[src/hw/rtl/mlad_pkg.sv]
// Package with shared constants, types and control structs of the member list difference block.
package mlad_pkg;

    localparam int MEMBER_MAX = 32;
    localparam int UID_W      = 32;
    localparam int OP_W       = 2;
    localparam int KIND_W     = 2;
    localparam int CNT_W      = $clog2(MEMBER_MAX + 1);
    localparam int ADDR_W     = $clog2(MEMBER_MAX);
    localparam int TOT_W      = $clog2(2 * MEMBER_MAX + 1);

    localparam logic [UID_W-1:0] RESERVED_UID = '1;

    typedef enum logic [OP_W-1:0] {
        OP_LOAD_OLD = 2'd0,
        OP_LOAD_NEW = 2'd1,
        OP_COMPUTE  = 2'd2
    } t_op;

    typedef enum logic [KIND_W-1:0] {
        KIND_DELETE = 2'd0,
        KIND_ADD    = 2'd1,
        KIND_NONE   = 2'd2
    } t_kind;

    typedef enum logic [3:0] {
        ST_IDLE,
        ST_SORT_START,
        ST_SORT_WAIT,
        ST_SORT_CMP,
        ST_SORT_FLUSH,
        ST_MRG_WAIT,
        ST_MRG_CMP,
        ST_NONE,
        ST_DONE
    } t_state;

    typedef enum logic [1:0] {
        MODE_COUNT,
        MODE_DEL,
        MODE_ADD
    } t_mode;

    typedef struct packed {
        logic              load_en;
        logic [UID_W-1:0]  load_uid;
        logic              wr_en;
        logic [ADDR_W-1:0] wr_addr;
        logic [UID_W-1:0]  wr_data;
        logic [ADDR_W-1:0] rd_addr;
        logic              clear;
    } t_list_ctl;

    typedef struct packed {
        logic             lt;
        logic             gt;
        logic [UID_W-1:0] min;
        logic [UID_W-1:0] max;
    } t_cmp_res;

    typedef struct packed {
        logic              valid;
        logic [KIND_W-1:0] kind;
        logic [UID_W-1:0]  uid;
        logic              overflowed;
        logic              last;
    } t_emit;

endpackage

[src/hw/rtl/mlad_if.sv]
// Handshake interfaces for the request and result channels of the member list difference block.
interface mlad_in_if;
    logic                        valid;
    logic                        ready;
    logic [mlad_pkg::OP_W-1:0]   operation;
    logic [mlad_pkg::UID_W-1:0]  member_uid;

    modport source (output valid, output operation, output member_uid, input ready);
    modport sink (input valid, input operation, input member_uid, output ready);
endinterface

interface mlad_out_if;
    logic                         valid;
    logic                         ready;
    logic [mlad_pkg::KIND_W-1:0]  change_kind;
    logic [mlad_pkg::UID_W-1:0]   changed_uid;
    logic                         overflowed;
    logic                         last_result;

    modport source (output valid, output change_kind, output changed_uid, output overflowed,
                    output last_result, input ready);
    modport sink (input valid, input change_kind, input changed_uid, input overflowed,
                  input last_result, output ready);
endinterface

[src/hw/rtl/mlad_list.sv]
// One member id list: memory with a single write port, a registered read port and a fill count.
module mlad_list (
    input  logic                          i_clk,
    input  logic                          i_rst_n,
    input  mlad_pkg::t_list_ctl           i_ctl,
    output logic [mlad_pkg::UID_W-1:0]    o_rd_data,
    output logic [mlad_pkg::CNT_W-1:0]    o_count
);

    logic [mlad_pkg::UID_W-1:0]  r_mem [mlad_pkg::MEMBER_MAX];
    logic [mlad_pkg::UID_W-1:0]  r_rd_data;
    logic [mlad_pkg::CNT_W-1:0]  r_count;
    logic [mlad_pkg::CNT_W-1:0]  n_count;
    logic                        w_append;
    logic                        w_we;
    logic [mlad_pkg::ADDR_W-1:0] w_waddr;
    logic [mlad_pkg::UID_W-1:0]  w_wdata;

    assign w_append = i_ctl.load_en && (r_count != mlad_pkg::CNT_W'(mlad_pkg::MEMBER_MAX));

    always_comb begin
        w_we    = w_append || i_ctl.wr_en;
        w_waddr = w_append ? r_count[mlad_pkg::ADDR_W-1:0] : i_ctl.wr_addr;
        w_wdata = w_append ? i_ctl.load_uid : i_ctl.wr_data;
    end

    always_comb begin
        n_count = r_count;
        if (i_ctl.clear) begin
            n_count = '0;
        end else if (w_append) begin
            n_count = r_count + 1'b1;
        end
    end

    always_ff @(posedge i_clk) begin
        if (!i_rst_n) begin
            r_count <= '0;
        end else begin
            r_count <= n_count;
        end
    end

    always_ff @(posedge i_clk) begin
        if (w_we) begin
            r_mem[w_waddr] <= w_wdata;
        end
        r_rd_data <= r_mem[i_ctl.rd_addr];
    end

    assign o_rd_data = r_rd_data;
    assign o_count   = r_count;

endmodule

[src/hw/rtl/mlad_cmp.sv]
// Shared unsigned compare unit that also selects the smaller and the larger operand.
module mlad_cmp (
    input  logic [mlad_pkg::UID_W-1:0] i_a,
    input  logic [mlad_pkg::UID_W-1:0] i_b,
    output mlad_pkg::t_cmp_res         o_res
);

    always_comb begin
        o_res.lt  = i_a < i_b;
        o_res.gt  = i_a > i_b;
        o_res.min = (i_a < i_b) ? i_a : i_b;
        o_res.max = (i_a < i_b) ? i_b : i_a;
    end

endmodule

[src/hw/rtl/mlad_seq.sv]
// Sequencer that loads both lists, bubble sorts them and walks them in merge order.
module mlad_seq (
    input  logic                         i_clk,
    input  logic                         i_rst_n,
    input  logic                         i_in_valid,
    input  logic [mlad_pkg::OP_W-1:0]    i_op,
    input  logic [mlad_pkg::UID_W-1:0]   i_uid,
    output logic                         o_in_ready,
    input  logic [mlad_pkg::UID_W-1:0]   i_old_data,
    input  logic [mlad_pkg::UID_W-1:0]   i_new_data,
    input  logic [mlad_pkg::CNT_W-1:0]   i_old_cnt,
    input  logic [mlad_pkg::CNT_W-1:0]   i_new_cnt,
    output mlad_pkg::t_list_ctl          o_old_ctl,
    output mlad_pkg::t_list_ctl          o_new_ctl,
    output logic [mlad_pkg::UID_W-1:0]   o_cmp_a,
    output logic [mlad_pkg::UID_W-1:0]   o_cmp_b,
    input  mlad_pkg::t_cmp_res           i_cmp,
    output mlad_pkg::t_emit              o_emit,
    input  logic                         i_emit_ready
);

    mlad_pkg::t_state            r_state;
    mlad_pkg::t_state            n_state;
    mlad_pkg::t_mode             r_mode;
    mlad_pkg::t_mode             n_mode;
    logic                        r_sel;
    logic                        n_sel;
    logic [mlad_pkg::CNT_W-1:0]  r_pass;
    logic [mlad_pkg::CNT_W-1:0]  n_pass;
    logic [mlad_pkg::CNT_W-1:0]  r_k;
    logic [mlad_pkg::CNT_W-1:0]  n_k;
    logic [mlad_pkg::CNT_W-1:0]  r_i;
    logic [mlad_pkg::CNT_W-1:0]  n_i;
    logic [mlad_pkg::CNT_W-1:0]  r_j;
    logic [mlad_pkg::CNT_W-1:0]  n_j;
    logic [mlad_pkg::TOT_W-1:0]  r_total;
    logic [mlad_pkg::TOT_W-1:0]  n_total;
    logic [mlad_pkg::TOT_W-1:0]  r_emitted;
    logic [mlad_pkg::TOT_W-1:0]  n_emitted;
    logic [mlad_pkg::UID_W-1:0]  r_carry;
    logic [mlad_pkg::UID_W-1:0]  n_carry;
    logic                        r_overflow;
    logic                        n_overflow;

    logic                        w_acc;
    logic                        w_compute;
    logic                        w_load_old;
    logic                        w_load_new;
    logic                        w_sorting;
    logic [mlad_pkg::CNT_W-1:0]  w_sel_cnt;
    logic [mlad_pkg::UID_W-1:0]  w_sel_data;
    logic                        w_k_last;
    logic                        w_pass_last;
    logic                        w_old_has;
    logic                        w_new_has;
    logic                        w_take_old;
    logic                        w_take_new;
    logic                        w_merge_end;
    logic                        w_want_emit;
    logic                        w_stall;
    logic                        w_sort_wr;
    logic [mlad_pkg::ADDR_W-1:0] w_sort_waddr;
    logic [mlad_pkg::UID_W-1:0]  w_sort_wdata;

    always_comb begin
        w_acc        = i_in_valid && o_in_ready;
        w_compute    = w_acc && (i_op == mlad_pkg::OP_COMPUTE);
        w_load_old   = w_acc && (i_op == mlad_pkg::OP_LOAD_OLD)
                       && (i_uid != mlad_pkg::RESERVED_UID);
        w_load_new   = w_acc && (i_op == mlad_pkg::OP_LOAD_NEW)
                       && (i_uid != mlad_pkg::RESERVED_UID);
        w_sorting    = (r_state == mlad_pkg::ST_SORT_START) || (r_state == mlad_pkg::ST_SORT_WAIT)
                       || (r_state == mlad_pkg::ST_SORT_CMP) || (r_state == mlad_pkg::ST_SORT_FLUSH);
        w_sel_cnt    = r_sel ? i_new_cnt : i_old_cnt;
        w_sel_data   = r_sel ? i_new_data : i_old_data;
        w_k_last     = (r_k == w_sel_cnt - 1'b1);
        w_pass_last  = (r_pass + 1'b1) == (w_sel_cnt - 1'b1);
        w_old_has    = r_i < i_old_cnt;
        w_new_has    = r_j < i_new_cnt;
        w_take_old   = w_old_has && (!w_new_has || i_cmp.lt);
        w_take_new   = w_new_has && (!w_old_has || i_cmp.gt);
        w_merge_end  = !w_old_has && !w_new_has;
        w_want_emit  = (r_state == mlad_pkg::ST_MRG_CMP) && !w_merge_end
                       && (((r_mode == mlad_pkg::MODE_DEL) && w_take_old)
                           || ((r_mode == mlad_pkg::MODE_ADD) && w_take_new));
        w_stall      = w_want_emit && !i_emit_ready;
        w_sort_wr    = ((r_state == mlad_pkg::ST_SORT_CMP) && (r_k != '0))
                       || (r_state == mlad_pkg::ST_SORT_FLUSH);
        w_sort_waddr = (r_state == mlad_pkg::ST_SORT_FLUSH)
                       ? mlad_pkg::ADDR_W'(w_sel_cnt - 1'b1)
                       : mlad_pkg::ADDR_W'(r_k - 1'b1);
        w_sort_wdata = (r_state == mlad_pkg::ST_SORT_FLUSH) ? r_carry : i_cmp.min;
    end

    // Next state.
    always_comb begin
        n_state = r_state;
        case (r_state)
            mlad_pkg::ST_IDLE: begin
                if (w_compute) begin
                    if (i_new_cnt == '0) begin
                        n_state = mlad_pkg::ST_NONE;
                    end else if ((i_old_cnt > 1) || (i_new_cnt > 1)) begin
                        n_state = mlad_pkg::ST_SORT_START;
                    end else begin
                        n_state = mlad_pkg::ST_MRG_WAIT;
                    end
                end
            end
            mlad_pkg::ST_SORT_START: n_state = mlad_pkg::ST_SORT_WAIT;
            mlad_pkg::ST_SORT_WAIT:  n_state = mlad_pkg::ST_SORT_CMP;
            mlad_pkg::ST_SORT_CMP: begin
                n_state = w_k_last ? mlad_pkg::ST_SORT_FLUSH : mlad_pkg::ST_SORT_WAIT;
            end
            mlad_pkg::ST_SORT_FLUSH: begin
                if (!w_pass_last) begin
                    n_state = mlad_pkg::ST_SORT_START;
                end else if (!r_sel && (i_new_cnt > 1)) begin
                    n_state = mlad_pkg::ST_SORT_START;
                end else begin
                    n_state = mlad_pkg::ST_MRG_WAIT;
                end
            end
            mlad_pkg::ST_MRG_WAIT: n_state = mlad_pkg::ST_MRG_CMP;
            mlad_pkg::ST_MRG_CMP: begin
                if (w_merge_end) begin
                    if ((r_mode == mlad_pkg::MODE_ADD)
                        || ((r_mode == mlad_pkg::MODE_COUNT) && (r_total == '0))) begin
                        n_state = mlad_pkg::ST_DONE;
                    end else begin
                        n_state = mlad_pkg::ST_MRG_WAIT;
                    end
                end else if (!w_stall) begin
                    n_state = mlad_pkg::ST_MRG_WAIT;
                end
            end
            mlad_pkg::ST_NONE: begin
                if (i_emit_ready) begin
                    n_state = mlad_pkg::ST_DONE;
                end
            end
            mlad_pkg::ST_DONE: n_state = mlad_pkg::ST_IDLE;
            default: n_state = mlad_pkg::ST_IDLE;
        endcase
    end

    // Datapath registers.
    always_comb begin
        n_mode     = r_mode;
        n_sel      = r_sel;
        n_pass     = r_pass;
        n_k        = r_k;
        n_i        = r_i;
        n_j        = r_j;
        n_total    = r_total;
        n_emitted  = r_emitted;
        n_carry    = r_carry;
        n_overflow = r_overflow;
        case (r_state)
            mlad_pkg::ST_IDLE: begin
                if ((w_load_old && (i_old_cnt == mlad_pkg::CNT_W'(mlad_pkg::MEMBER_MAX)))
                    || (w_load_new && (i_new_cnt == mlad_pkg::CNT_W'(mlad_pkg::MEMBER_MAX)))) begin
                    n_overflow = 1'b1;
                end
                if (w_compute) begin
                    n_sel     = !(i_old_cnt > 1);
                    n_pass    = '0;
                    n_mode    = mlad_pkg::MODE_COUNT;
                    n_i       = '0;
                    n_j       = '0;
                    n_total   = '0;
                    n_emitted = '0;
                end
            end
            mlad_pkg::ST_SORT_START: n_k = '0;
            mlad_pkg::ST_SORT_CMP: begin
                n_carry = (r_k == '0) ? w_sel_data : i_cmp.max;
                if (!w_k_last) begin
                    n_k = r_k + 1'b1;
                end
            end
            mlad_pkg::ST_SORT_FLUSH: begin
                if (!w_pass_last) begin
                    n_pass = r_pass + 1'b1;
                end else begin
                    n_sel  = 1'b1;
                    n_pass = '0;
                end
            end
            mlad_pkg::ST_MRG_CMP: begin
                if (w_merge_end) begin
                    n_i = '0;
                    n_j = '0;
                    n_mode = (r_mode == mlad_pkg::MODE_COUNT) ? mlad_pkg::MODE_DEL
                                                              : mlad_pkg::MODE_ADD;
                end else if (!w_stall) begin
                    if (w_take_old) begin
                        n_i = r_i + 1'b1;
                    end else if (w_take_new) begin
                        n_j = r_j + 1'b1;
                    end else begin
                        n_i = r_i + 1'b1;
                        n_j = r_j + 1'b1;
                    end
                    if ((r_mode == mlad_pkg::MODE_COUNT) && (w_take_old || w_take_new)) begin
                        n_total = r_total + 1'b1;
                    end
                    if (w_want_emit) begin
                        n_emitted = r_emitted + 1'b1;
                    end
                end
            end
            mlad_pkg::ST_DONE: n_overflow = 1'b0;
            default: begin
            end
        endcase
    end

    // Outputs.
    always_comb begin
        o_in_ready = (r_state == mlad_pkg::ST_IDLE);

        o_old_ctl.load_en  = w_load_old;
        o_old_ctl.load_uid = i_uid;
        o_old_ctl.wr_en    = w_sort_wr && !r_sel;
        o_old_ctl.wr_addr  = w_sort_waddr;
        o_old_ctl.wr_data  = w_sort_wdata;
        o_old_ctl.rd_addr  = (w_sorting && !r_sel) ? r_k[mlad_pkg::ADDR_W-1:0]
                                                   : r_i[mlad_pkg::ADDR_W-1:0];
        o_old_ctl.clear    = (r_state == mlad_pkg::ST_DONE);

        o_new_ctl.load_en  = w_load_new;
        o_new_ctl.load_uid = i_uid;
        o_new_ctl.wr_en    = w_sort_wr && r_sel;
        o_new_ctl.wr_addr  = w_sort_waddr;
        o_new_ctl.wr_data  = w_sort_wdata;
        o_new_ctl.rd_addr  = (w_sorting && r_sel) ? r_k[mlad_pkg::ADDR_W-1:0]
                                                  : r_j[mlad_pkg::ADDR_W-1:0];
        o_new_ctl.clear    = (r_state == mlad_pkg::ST_DONE);

        o_cmp_a = w_sorting ? r_carry : i_old_data;
        o_cmp_b = w_sorting ? w_sel_data : i_new_data;

        o_emit.overflowed = r_overflow;
        if (r_state == mlad_pkg::ST_NONE) begin
            o_emit.valid = 1'b1;
            o_emit.kind  = mlad_pkg::KIND_NONE;
            o_emit.uid   = '0;
            o_emit.last  = 1'b1;
        end else begin
            o_emit.valid = w_want_emit;
            o_emit.kind  = (r_mode == mlad_pkg::MODE_DEL) ? mlad_pkg::KIND_DELETE
                                                          : mlad_pkg::KIND_ADD;
            o_emit.uid   = (r_mode == mlad_pkg::MODE_DEL) ? i_old_data : i_new_data;
            o_emit.last  = (r_emitted + 1'b1) == r_total;
        end
    end

    always_ff @(posedge i_clk) begin
        if (!i_rst_n) begin
            r_state    <= mlad_pkg::ST_IDLE;
            r_mode     <= mlad_pkg::MODE_COUNT;
            r_sel      <= 1'b0;
            r_pass     <= '0;
            r_k        <= '0;
            r_i        <= '0;
            r_j        <= '0;
            r_total    <= '0;
            r_emitted  <= '0;
            r_overflow <= 1'b0;
        end else begin
            r_state    <= n_state;
            r_mode     <= n_mode;
            r_sel      <= n_sel;
            r_pass     <= n_pass;
            r_k        <= n_k;
            r_i        <= n_i;
            r_j        <= n_j;
            r_total    <= n_total;
            r_emitted  <= n_emitted;
            r_overflow <= n_overflow;
        end
    end

    always_ff @(posedge i_clk) begin
        r_carry <= n_carry;
    end

`ifndef NO_ASSERTIONS
    a_lists_cleared: assert property (@(posedge i_clk) disable iff (!i_rst_n)
        (r_state == mlad_pkg::ST_DONE) |=> ((i_old_cnt == '0) && (i_new_cnt == '0)))
        else $error("lists not cleared after a compute run");

    a_emit_bounded: assert property (@(posedge i_clk) disable iff (!i_rst_n)
        r_emitted <= r_total)
        else $error("more results given than counted");

    a_sort_index: assert property (@(posedge i_clk) disable iff (!i_rst_n)
        (r_state == mlad_pkg::ST_SORT_CMP) |-> (r_k < w_sel_cnt))
        else $error("sort index beyond list fill");

    a_last_final: assert property (@(posedge i_clk) disable iff (!i_rst_n)
        (o_emit.valid && i_emit_ready && o_emit.last && (r_state == mlad_pkg::ST_MRG_CMP))
        |=> (r_emitted == r_total))
        else $error("last result flagged before the final result");
`endif

endmodule

[src/hw/rtl/member_list_add_delete_diff_top.sv]
// A load request is taken whenever the block is idle; a compute request holds ready low until done.
// Each list of n ids is bubble sorted through one shared comparator.
// The merge then runs up to three passes (count, deletes, adds), each step through a wait and a
// compare state, and output stalls can hold a step; an empty new list skips the sort and merge.
// Reset clears the fill counts, the overflow flag, the sequencer and the output valid flag;
// list contents are undefined until written and need no clearing pass.
module member_list_add_delete_diff_top (
    input  logic        i_clk,
    input  logic        i_rst_n,
    mlad_in_if.sink     i_req,
    mlad_out_if.source  o_res
);

    mlad_pkg::t_list_ctl           w_old_ctl;
    mlad_pkg::t_list_ctl           w_new_ctl;
    logic [mlad_pkg::UID_W-1:0]    w_old_data;
    logic [mlad_pkg::UID_W-1:0]    w_new_data;
    logic [mlad_pkg::CNT_W-1:0]    w_old_cnt;
    logic [mlad_pkg::CNT_W-1:0]    w_new_cnt;
    logic [mlad_pkg::UID_W-1:0]    w_cmp_a;
    logic [mlad_pkg::UID_W-1:0]    w_cmp_b;
    mlad_pkg::t_cmp_res            w_cmp;
    mlad_pkg::t_emit               w_emit;
    logic                          w_emit_ready;
    logic                          w_in_ready;

    logic                          r_out_valid;
    logic                          n_out_valid;
    logic [mlad_pkg::KIND_W-1:0]   r_out_kind;
    logic [mlad_pkg::UID_W-1:0]    r_out_uid;
    logic                          r_out_ovf;
    logic                          r_out_last;

    mlad_list u_old (
        .i_clk     (i_clk),
        .i_rst_n   (i_rst_n),
        .i_ctl     (w_old_ctl),
        .o_rd_data (w_old_data),
        .o_count   (w_old_cnt)
    );

    mlad_list u_new (
        .i_clk     (i_clk),
        .i_rst_n   (i_rst_n),
        .i_ctl     (w_new_ctl),
        .o_rd_data (w_new_data),
        .o_count   (w_new_cnt)
    );

    mlad_cmp u_cmp (
        .i_a   (w_cmp_a),
        .i_b   (w_cmp_b),
        .o_res (w_cmp)
    );

    mlad_seq u_seq (
        .i_clk        (i_clk),
        .i_rst_n      (i_rst_n),
        .i_in_valid   (i_req.valid),
        .i_op         (i_req.operation),
        .i_uid        (i_req.member_uid),
        .o_in_ready   (w_in_ready),
        .i_old_data   (w_old_data),
        .i_new_data   (w_new_data),
        .i_old_cnt    (w_old_cnt),
        .i_new_cnt    (w_new_cnt),
        .o_old_ctl    (w_old_ctl),
        .o_new_ctl    (w_new_ctl),
        .o_cmp_a      (w_cmp_a),
        .o_cmp_b      (w_cmp_b),
        .i_cmp        (w_cmp),
        .o_emit       (w_emit),
        .i_emit_ready (w_emit_ready)
    );

    assign w_emit_ready = !r_out_valid || o_res.ready;

    always_comb begin
        n_out_valid = r_out_valid;
        if (w_emit.valid && w_emit_ready) begin
            n_out_valid = 1'b1;
        end else if (o_res.ready) begin
            n_out_valid = 1'b0;
        end
    end

    always_ff @(posedge i_clk) begin
        if (!i_rst_n) begin
            r_out_valid <= 1'b0;
        end else begin
            r_out_valid <= n_out_valid;
        end
    end

    always_ff @(posedge i_clk) begin
        if (w_emit.valid && w_emit_ready) begin
            r_out_kind <= w_emit.kind;
            r_out_uid  <= w_emit.uid;
            r_out_ovf  <= w_emit.overflowed;
            r_out_last <= w_emit.last;
        end
    end

    assign i_req.ready       = w_in_ready;
    assign o_res.valid       = r_out_valid;
    assign o_res.change_kind = r_out_kind;
    assign o_res.changed_uid = r_out_uid;
    assign o_res.overflowed  = r_out_ovf;
    assign o_res.last_result = r_out_last;

endmodule
[src/flat_wrapper.sv]
// flat-port wrapper written by rule: the top's interface ports become plain ports
module member_list_add_delete_diff_top_flat 
  (i_clk, i_rst_n, i_req_valid, i_req_operation, i_req_member_uid, i_req_ready, o_res_valid, o_res_change_kind, o_res_changed_uid, o_res_overflowed, o_res_last_result, o_res_ready);
  mlad_in_if i_req_i ();
  mlad_out_if o_res_i ();
  input  logic i_clk;
  input  logic i_rst_n;
  input wire logic [$bits(i_req_i.valid)-1:0] i_req_valid;
  input wire logic [$bits(i_req_i.operation)-1:0] i_req_operation;
  input wire logic [$bits(i_req_i.member_uid)-1:0] i_req_member_uid;
  output wire logic [$bits(i_req_i.ready)-1:0] i_req_ready;
  output wire logic [$bits(o_res_i.valid)-1:0] o_res_valid;
  output wire logic [$bits(o_res_i.change_kind)-1:0] o_res_change_kind;
  output wire logic [$bits(o_res_i.changed_uid)-1:0] o_res_changed_uid;
  output wire logic [$bits(o_res_i.overflowed)-1:0] o_res_overflowed;
  output wire logic [$bits(o_res_i.last_result)-1:0] o_res_last_result;
  input wire logic [$bits(o_res_i.ready)-1:0] o_res_ready;
  assign i_req_i.valid = i_req_valid;
  assign i_req_i.operation = i_req_operation;
  assign i_req_i.member_uid = i_req_member_uid;
  assign i_req_ready = i_req_i.ready;
  assign o_res_valid = o_res_i.valid;
  assign o_res_change_kind = o_res_i.change_kind;
  assign o_res_changed_uid = o_res_i.changed_uid;
  assign o_res_overflowed = o_res_i.overflowed;
  assign o_res_last_result = o_res_i.last_result;
  assign o_res_i.ready = o_res_ready;
  member_list_add_delete_diff_top u_core (.i_clk(i_clk), .i_rst_n(i_rst_n), .i_req(i_req_i), .o_res(o_res_i));
endmodule
[config.mk]
export PLATFORM = sky130hd
export DESIGN_NAME = member_list_add_delete_diff_top_flat
export DESIGN_NICKNAME = d
export VERILOG_FILES = /design/src/hw/rtl/mlad_pkg.sv /design/src/hw/rtl/mlad_if.sv /design/src/hw/rtl/mlad_list.sv /design/src/hw/rtl/mlad_cmp.sv /design/src/hw/rtl/mlad_seq.sv /design/src/hw/rtl/member_list_add_delete_diff_top.sv /design/src/flat_wrapper.sv
export SDC_FILE = /design/constraint.sdc
export NUM_CORES = 2
export LEC_CHECK = 0
export BUFFER_PORTS_ARGS = -buffer_cell sky130_fd_sc_hd__clkbuf_2
export CELL_PAD_IN_SITES_DETAIL_PLACEMENT = 0
export CELL_PAD_IN_SITES_GLOBAL_PLACEMENT = 1
export CORE_MARGIN = 2
export CORE_UTILIZATION = 52
export CTS_CLUSTER_DIAMETER = 40
export DETAILED_ROUTE_END_ITERATION = 7
export GPL_TIMING_DRIVEN = 1
export PLACE_DENSITY_LB_ADDON = 0.15
export SYNTH_ARGS = -nofsm -noshare
export SYNTH_HDL_FRONTEND = slang
export SYNTH_SLANG_ARGS = --single-unit
[constraint.sdc]
create_clock -name i_clk -period 6.35 [get_ports i_clk]
set_input_delay 1.905 -clock i_clk [delete_from_list [all_inputs] [get_ports i_clk]]
set_output_delay 1.905 -clock i_clk [all_outputs]
set_load 0.01 [all_outputs]
==> flow_summary.ini <==
[timing]
slew_headroom = 0.0727
setup_tns_ns = 0
rsz0062_at_grt = no
fin_crit_sh = 0.913
clock.fmax_ghz = 0.172
drv_slew = 0
tightestPinTransition_ns = 1.39
period_minus_slack_ns = 5.80
setup_viol = 0
finalClockSkew_ns = 0.0578
hold_viol_final = 0

[synth]
synth_nets = 7388
yosys_register_bits = 2239
synth-main-ff-cell = edfxtp_1
post_synth_num_cell_types = 77
syn_area_um2 = 91000
yosys_warnings = 0
ys_async_sr_fraction = 0
ys_seq_area_frac = 0.725
syn_inst = 7290
synth_edf_count = 2116
avgSynthCellArea_um2 = 12.5

[routing]
routedWlPerCell_um = 27.0
dr.pass1.iters = 6
first_iter_violations = 7249
final_antenna_net_count = 0
vias = 61200
drc_errors = 0
via_per_inst = 6.08
routed_wirelength_mm = 272

[clock_network]
htreeDepth = 5
post_cts_buffers = 0
cts-root-buf = clkbuf_16
clk_pin_slew_ns = 0.05
insertion_delay_ns = 0.94
cts_sinks = 2239
clockBufferDepth = 4
cts_made_buffers = 316
cts_tree = built
cts_resized = 0
hold_buffers = 0

[worst_setup_path]
arrival_ns = 6.43
required_ns = 6.98
cp-start-kind = flip-flop
cp-end-kind = flip-flop
worst-setup-path-type = flip-flop to flip-flop
crit_fanout = 28

[status]
status = finished clean

[die]
die-area_um2 = 178000
start_util = 0.524
row_count = 153
die_x_um = 422
dieHeight_um = 422
core_area_um2 = 174000
ios = 76

[power_and_ir_drop]
leakage_nw = 36.3
switching_power_mw = 21.3
switching_share = 0.345
seq_power_share = 0.420
internal_power_mw = 40.4
p_comb_frac = 0.297
pwr_density_cell_nw_per_um2 = 575
power.total_mw = 61.6
p_clk_frac = 0.283
ir_worst_vdd_v = 0.000747

[job]
maxCapViolCount = 0

[global_routing]
first_global_vias = 58200
grt_pass1_wl_mm = 397
grt-ovfl-total = 0
grt_usage = 0.301
grt_start_max_net_pins = 129
antenna_found_initial = 11

[placed_design]
hpwl_mm = 160
portBuffers = 75
gp_congestion = 0.906

[finish]
nets = 7597
multi_input_area_um2 = 23900
layout-drive-gt1-share = 0.133
n_fill_cell = 13600
regArea_um2 = 66000
area_growth_pct = 17.8

[min_path]
hold_path.class = flip-flop to flip-flop
## logic make-up (layout without fill, tap and decap cells)
family | count (synthesis) | count (layout) | synth area share
buf+inv | 520 | 967 | 0.0238
mux | 180 | 180 | 0.0199
other cells | 0 | 6 | 0
flops | 2239 | 2239 | 0.725
xor+xnor | 48 | 48 | 0.00478
fa+ha+maj | 60 | 60 | 0.00825
compound gates | 628 | 628 | 0.0440
simple gates | 3615 | 3615 | 0.174
## Yosys cell counts (6+ instances only)
cell	count	area [um^2]
inv_1	59	221
nand2_1	2140	8030
dfxtp_1	123	2460
nor3b_1	7	52.6
a21o_1	8	60.1
nor3_1	59	295
a31oi_1	238	1490
o31ai_1	17	128
xor2_1	14	123
or3_1	7	43.8
nand3_1	776	3880
clkbuf_1	263	987
nor4_1	8	50.1
ha_1	60	751
nand2b_1	12	75.1
and3_1	7	43.8
and2_1	6	37.5
a21oi_1	174	871
mux2i_1	173	1730
o21ai_0	53	265
nor2b_1	10	62.6
xnor2_1	33	289
buf_2	156	781
a32oi_1	35	307
edfxtp_1	2116	63500
nand3b_1	13	97.6
buf_1	36	135
nor2_1	193	724
buf_4	6	45.0
o211ai_1	35	263
nand4_1	349	2180
## critical path: stages, from the launching register on
cell and delay [ns]:
dfxtp_1 0.61, nor3_2 0.15, nor4_4 0.24, buf_4 0.40, buf_12 0.30, mux2i_1 0.44, ha_1 0.21, nand4_1 0.24
nor4_1 0.69, buf_4 0.24, nand3_1 0.08, buf_4 0.23, nand3_1 0.28, a21oi_1 0.27, o31a_1 0.36, or2_2 0.31
and2_2 0.21, buf_12 0.20
## sequential cells by signal, summed over array words and instances, names as in the netlist, 4 cells and up
signal and flops:
u_core.u_new.r_mem 1024, u_core.u_old.r_mem 1024, u_core.o_res.changed_uid 32, u_core.u_new.o_rd_data 32, u_core.u_old.o_rd_data 32, u_core.u_seq.r_carry 32
u_core.u_seq.r_emitted 7, u_core.u_seq.r_total 7, u_core.u_new.o_count 6, u_core.u_old.o_count 6, u_core.u_seq.r_i 6, u_core.u_seq.r_j 6
u_core.u_seq.r_k 6, u_core.u_seq.r_pass 6, u_core.u_seq.r_state 4
## per-stage QoR
stage          hold slack, ns  cells  setup slack, ns   util  instance area [um^2]
3_5_place_dp            0.472   9505            0.431  0.556                 96700
5_1_grt                 0.513  10100            0.525  0.617                107000
2_1_floorplan           0.408   7290            0.840      -                 91000
4_1_cts                 0.492  10100            0.693  0.616                107000
3_3_place_gp            0.463   9505            0.446  0.556                 96700
6_report                0.495  10100            0.551  0.617                107000
## power by group through the flow
stage	Clock, mW	Combinational [mW]	Sequential, mW
floorplan	0	8.57	26.2
global placement	0	17.8	26.2
detailed placement	0	18.2	26.2
CTS	17.6	18.2	25.9
global route	18.2	19.6	25.9
finish	17.4	18.3	25.9
## cell usage in the layout, fill, tap and decap left out, drive strengths merged, types with 54 or more instances in the layout
cell	n
a21oi	174
a31oi	238
buf	277
clkbuf	441
clkinv	86
dfxtp	123
edfxtp	2116
ha	60
inv	100
mux2i	173
nand2	2141
nand3	776
nand4	350
nor2	194
nor3	63
o21ai	54
## cell type report
| type | count | area share |
|---|---|---|
| Clock inverter | 190 | 0.0200 |
| Sequential cell | 2239 | 0.616 |
| Clock buffer | 366 | 0.0776 |
| Timing Repair Buffer | 352 | 0.0343 |
| Inverter | 59 | 0.00207 |
| Tap cell | 2325 | 0.0271 |
| Antenna cell | 6 | 0.000140 |
| Multi-Input combinational cell | 4531 | 0.223 |
## final timing paths
kind                                         startpoint                          end  slack (ns)  depth (start not counted)
worst max-delay path            u_core.u_seq.r_state[1]  u_core.o_res.changed_uid[1]        0.55                         17
worst min-delay path             u_core.u_seq.r_pass[1]       u_core.u_seq.r_pass[1]        0.49                          2
worst max register to register  u_core.u_seq.r_state[1]  u_core.o_res.changed_uid[1]        0.55                         17
worst min register to register   u_core.u_seq.r_pass[1]       u_core.u_seq.r_pass[1]        0.49                          2
## routing by layer
layer | vias up | part of all wire | track usage
li1 | 27300 | - | -
met1 | 30800 | 0.41 | 0.416
met2 | 2618 | 0.48 | 0.488
met3 | 518 | 0.070 | 0.0409
met4 | 4 | 0.039 | 0.118
met5 | - | 0.000085 | 0
Note: power is estimated with default switching activity, not from simulation.
